`src/design/blur_ram.sv`:
```
// ----------------------------------------------------------------------------
// blur_ram: simple dual-port synchronous RAM
// One write port and one read port; read data is registered.
// ----------------------------------------------------------------------------
module blur_ram #(
  parameter int WIDTH = 32,
  parameter int DEPTH = 64,
  parameter int AW    = $clog2(DEPTH)
) (
  input  logic             clk,
  input  logic             we,
  input  logic [AW-1:0]    waddr,
  input  logic [WIDTH-1:0] wdata,
  input  logic [AW-1:0]    raddr,
  output logic [WIDTH-1:0] rdata
);

  logic [WIDTH-1:0] mem [DEPTH];

  // Write port
  always_ff @(posedge clk) begin
    if (we) begin
      mem[waddr] <= wdata;
    end
  end

  // Registered read port
  always_ff @(posedge clk) begin
    rdata <= mem[raddr];
  end

endmodule

```
`config.mk`:
```
export PLATFORM = sky130hd
export DESIGN_NAME = blur_ram
export DESIGN_NICKNAME = d
export VERILOG_FILES = /design/src/design/blur_ram.sv
export SDC_FILE = /design/constraint.sdc
export NUM_CORES = 2
export LEC_CHECK = 0
export BUFFER_PORTS_ARGS = -buffer_cell sky130_fd_sc_hd__clkbuf_2
export CAP_MARGIN = 20
export CORE_MARGIN = 3
export CORE_UTILIZATION = 45
export DETAILED_ROUTE_END_ITERATION = 8
export HOLD_SLACK_MARGIN = 0.08
export PLACE_DENSITY = 0.61
export SYNTH_ARGS = -nofsm -noshare
export SYNTH_HDL_FRONTEND = slang
export SYNTH_SLANG_ARGS = --single-unit
```
`constraint.sdc`:
```
create_clock -name clk -period 4.45 [get_ports clk]
set_input_delay 0.89 -clock clk [delete_from_list [all_inputs] [get_ports clk]]
set_output_delay 0.89 -clock clk [all_outputs]
set_load 0.05 [all_outputs]
```
# Yosys cells after proc, flatten, opt, wreduce, memory -nomap -nowiden
# Memories as Yosys holds them, arrays and structs flattened. A register that Yosys moved wholly into a read port is not among the register bits.
# Index checks and enable logic that the tools add are counted.
# op_classes
n_mux	2
# op_table
op	count
$mux 1	2
# word_totals
reg_bits	0
ram_bits	2048
input_bits	46
output_inout_bits	32
wordCells	3
mem_count	1
# memory_table
memory	depth	width	read_ports	rd_clocked_by_memory_dff	write_ports	line_no	text
mem	64	32	1	1	1	18	logic [WIDTH-1:0] mem [DEPTH];

# Longest topological paths before layout
# logic_depth
word_depth	2
mapped_depth	10
mapped_depth_nobuf	5

# Least setup slack after synthesis
# No wires, ideal clock.
# synth_path
kind	in2reg
start	input waddr[3]
end	memory mem[48][0], enable pin
setup_time_ps	461
t_arrival_ps	3589
required_time_ps	3989
path_slack_ps	400
stages	4
path_buffers	1
path_cell_list	clkbuf_1 > nor2b_1 > nand4b_1 > nor3_1
# synth_lines
item	line_no	text
start: declaration	12	input logic [AW-1:0] waddr,
end: declaration	18	
# Straight into the memory's write port.

==> flow_summary.ini <==
[status]
status = complete, no violations

[floorplan]
core_um2 = 172000
die_area_um2 = 180000
die_w_um = 424
start_util_pct = 45.5
rows = 152
die_y_um = 424
io_pins = 78

[layout]
final_common_cell = edfxtp_1
area_growth_syn_to_layout_pct = 14.8
layout_common_cells = edfxtp_1, mux4_2, clkbuf_16
final_cell_count_no_fill = 6133
nNetsFinal = 3692
nFillCells = 13200
drive_above_1_share_pct = 31.0
final_util_pct = 52.2

[synthesis]
yosysSeqAreaShare_pct = 79.1
ys_seq_elements = 2080
ys.flop_type = edfxtp_1
syn_nets = 3370
syn_inst = 3324
ys_top_cells_by_area = edfxtp_1, mux4_2, mux2i_1, dfxtp_1, o22ai_1
synth_edf_count = 2048
syn_area_um2 = 78500
synthArstFlopShare_pct = 0
synth_largest_area_cell = edfxtp_1
syn_area_per_cell_um2 = 23.6
ys_warn_count = 0
yosys.cell_types.count = 34
netlist.area_leader.share_pct = 78.3

[cts]
htreeDepth = 4
clock_path_buffers = 3
hold_buffers = 0
cts_buffers = 202
cts_tree = yes
clkLatencyLatePin_ps = 850
post_cts_buffers = 0
path_clk_slew_ps = 60
cts.sinks = 2080
root_buffer = clkbuf_16
post_cts_resized = 0

[placement]
gp_congestion = 0.824
dpl.hpwl_mm = 121
placedCellCount = 5750
portBuffers = 77

[sta]
worstMarginPinSlew_ps = 1240
clock.fmax_mhz = 309
fin_crit_sh_pct = 72.7
slew_viol_final = 0
finalCriticalPeriod_ps = 3240
setup-tns-final_ps = 0
rsz0062_at_grt = no
slew-limit-headroom_pct = 17.2
clock_skew_ps = 43.4
setup_viol = 0
hold_viol_final = 0

[global_route]
grt_pass1_vias = 37500
grt_pass1_wl_mm = 291
grt_max_degree = 69
grtUsageTotal_pct = 23.2
antenna_found_initial = 10
grt_remaining_overflow = 0

[drt]
wl_met3_mm = 18.2
highest-signal-layer = met5
wirelength_mm = 206
antenna_left = 0
wl_met1_mm = 85.9
drc_errors = 0
firstDrtPassIters = 5
via_count = 37400
post_drt_wl_per_cell_um = 33.7
drt_iter0_markers = 4716
via_per_inst = 6.09
dr_wl_met2_mm = 96.8

[pwr]
p_seq_share_pct = 53.7
pwr-share-comb_pct = 5.6
switchingPower_w = 0.00892
internal_power_w = 0.0317
finalPower_w = 0.0406
power.density_nw_per_um2 = 451
power.leakage_nw = 28.1
switching_share_pct = 22.0
pwr-share-clk_pct = 40.7
vdd_drop_max_mv = 0.401

[min_path]
hold_class = in2reg

[worst_setup_path]
crit_type = in2reg
crit_arrival_ps = 3940
rrSetupSlack_ps = 2180
cp_max_fo = 68
end_kind = register
start_kind = input pin
crit_required_ps = 5150

[job]
maxCapViolations = 0
## area by class of cell
type                       instances  area (µm²)  share of cell area, %
antenna                            4        10.0                 0.0111
clock buffer                     276        5500                   6.10
clock inverter                   101         895                  0.993
multi-input combinational       1062       16000                   17.7
sequential                      2080       62100                   69.0
tap                             2310        2890                   3.21
timing repair buffer             300        2700                   3.00
## final timing paths
check                             start                   end  cells after the start
setup reg to reg   mem[2][16]$_DFFE_PP_     rdata[16]$_DFF_P_                      4
hold reg to reg   mem[12][20]$_DFFE_PP_     rdata[20]$_DFF_P_                      4
setup / recovery               raddr[2]     rdata[29]$_DFF_P_                      9
hold / removal                 wdata[1]  mem[40][1]$_DFFE_PP_                      1
## critical path: stages
cell     delay (ps)
buf_8           590
buf_12          310
buf_12          250
buf_4           310
mux4_2          350
mux2i_1         270
a21oi_1         300
a21oi_1         500
nor2_1           90
## metrics by stage
stage | hold WS [ps] | cell area, µm² | setup WS (ps)
final | 279 | 90100 | 1210
after global routing | 249 | 90100 | 1110
after CTS | 216 | 90100 | 1260
after detailed placement | 768 | 83700 | 342
after global placement | 738 | 83600 | 270
after floorplan | 663 | 78500 | 400
## kinds of logic after synthesis
logic type / after synthesis / synth area share [%]
AOI/OAI and AO/OA: 202 / 1.67
buffers and inverters: 182 / 1.13
DFF: 2080 / 79.1
muxes: 637 / 16.8
and+or+nand+nor: 223 / 1.27
## power groups by stage
stage               Sequential (W)  Combinational (W)  Clock, W
detailed placement          0.0222            0.00230         0
global placement            0.0222            0.00227         0
floorplan                   0.0223            0.00105         0
CTS                         0.0218            0.00230    0.0168
global route                0.0218            0.00240    0.0175
finish                      0.0218            0.00228    0.0165
## state kept, by name (all words and copies together) (netlist names)
name,count
rdata,32
mem,2048
## cell usage after synthesis (12+ instances only)
master / count
buf_2: 57
o221ai_1: 27
a21oi_1: 62
buf_1: 21
a22oi_1: 12
o22ai_1: 84
buf_4: 25
nor2_1: 137
mux4_2: 544
clkbuf_1: 74
nand2_1: 26
mux2i_1: 93
nor2b_1: 15
edfxtp_1: 2048
dfxtp_1: 32
## routing by layer
layer  track usage, %  up-vias
met4             6.25        2
met5                0        -
met3             4.55      260
met1             34.3    20400
met2             35.5     1736
li1                 -    14900
(Power assumes the default switching activity.)
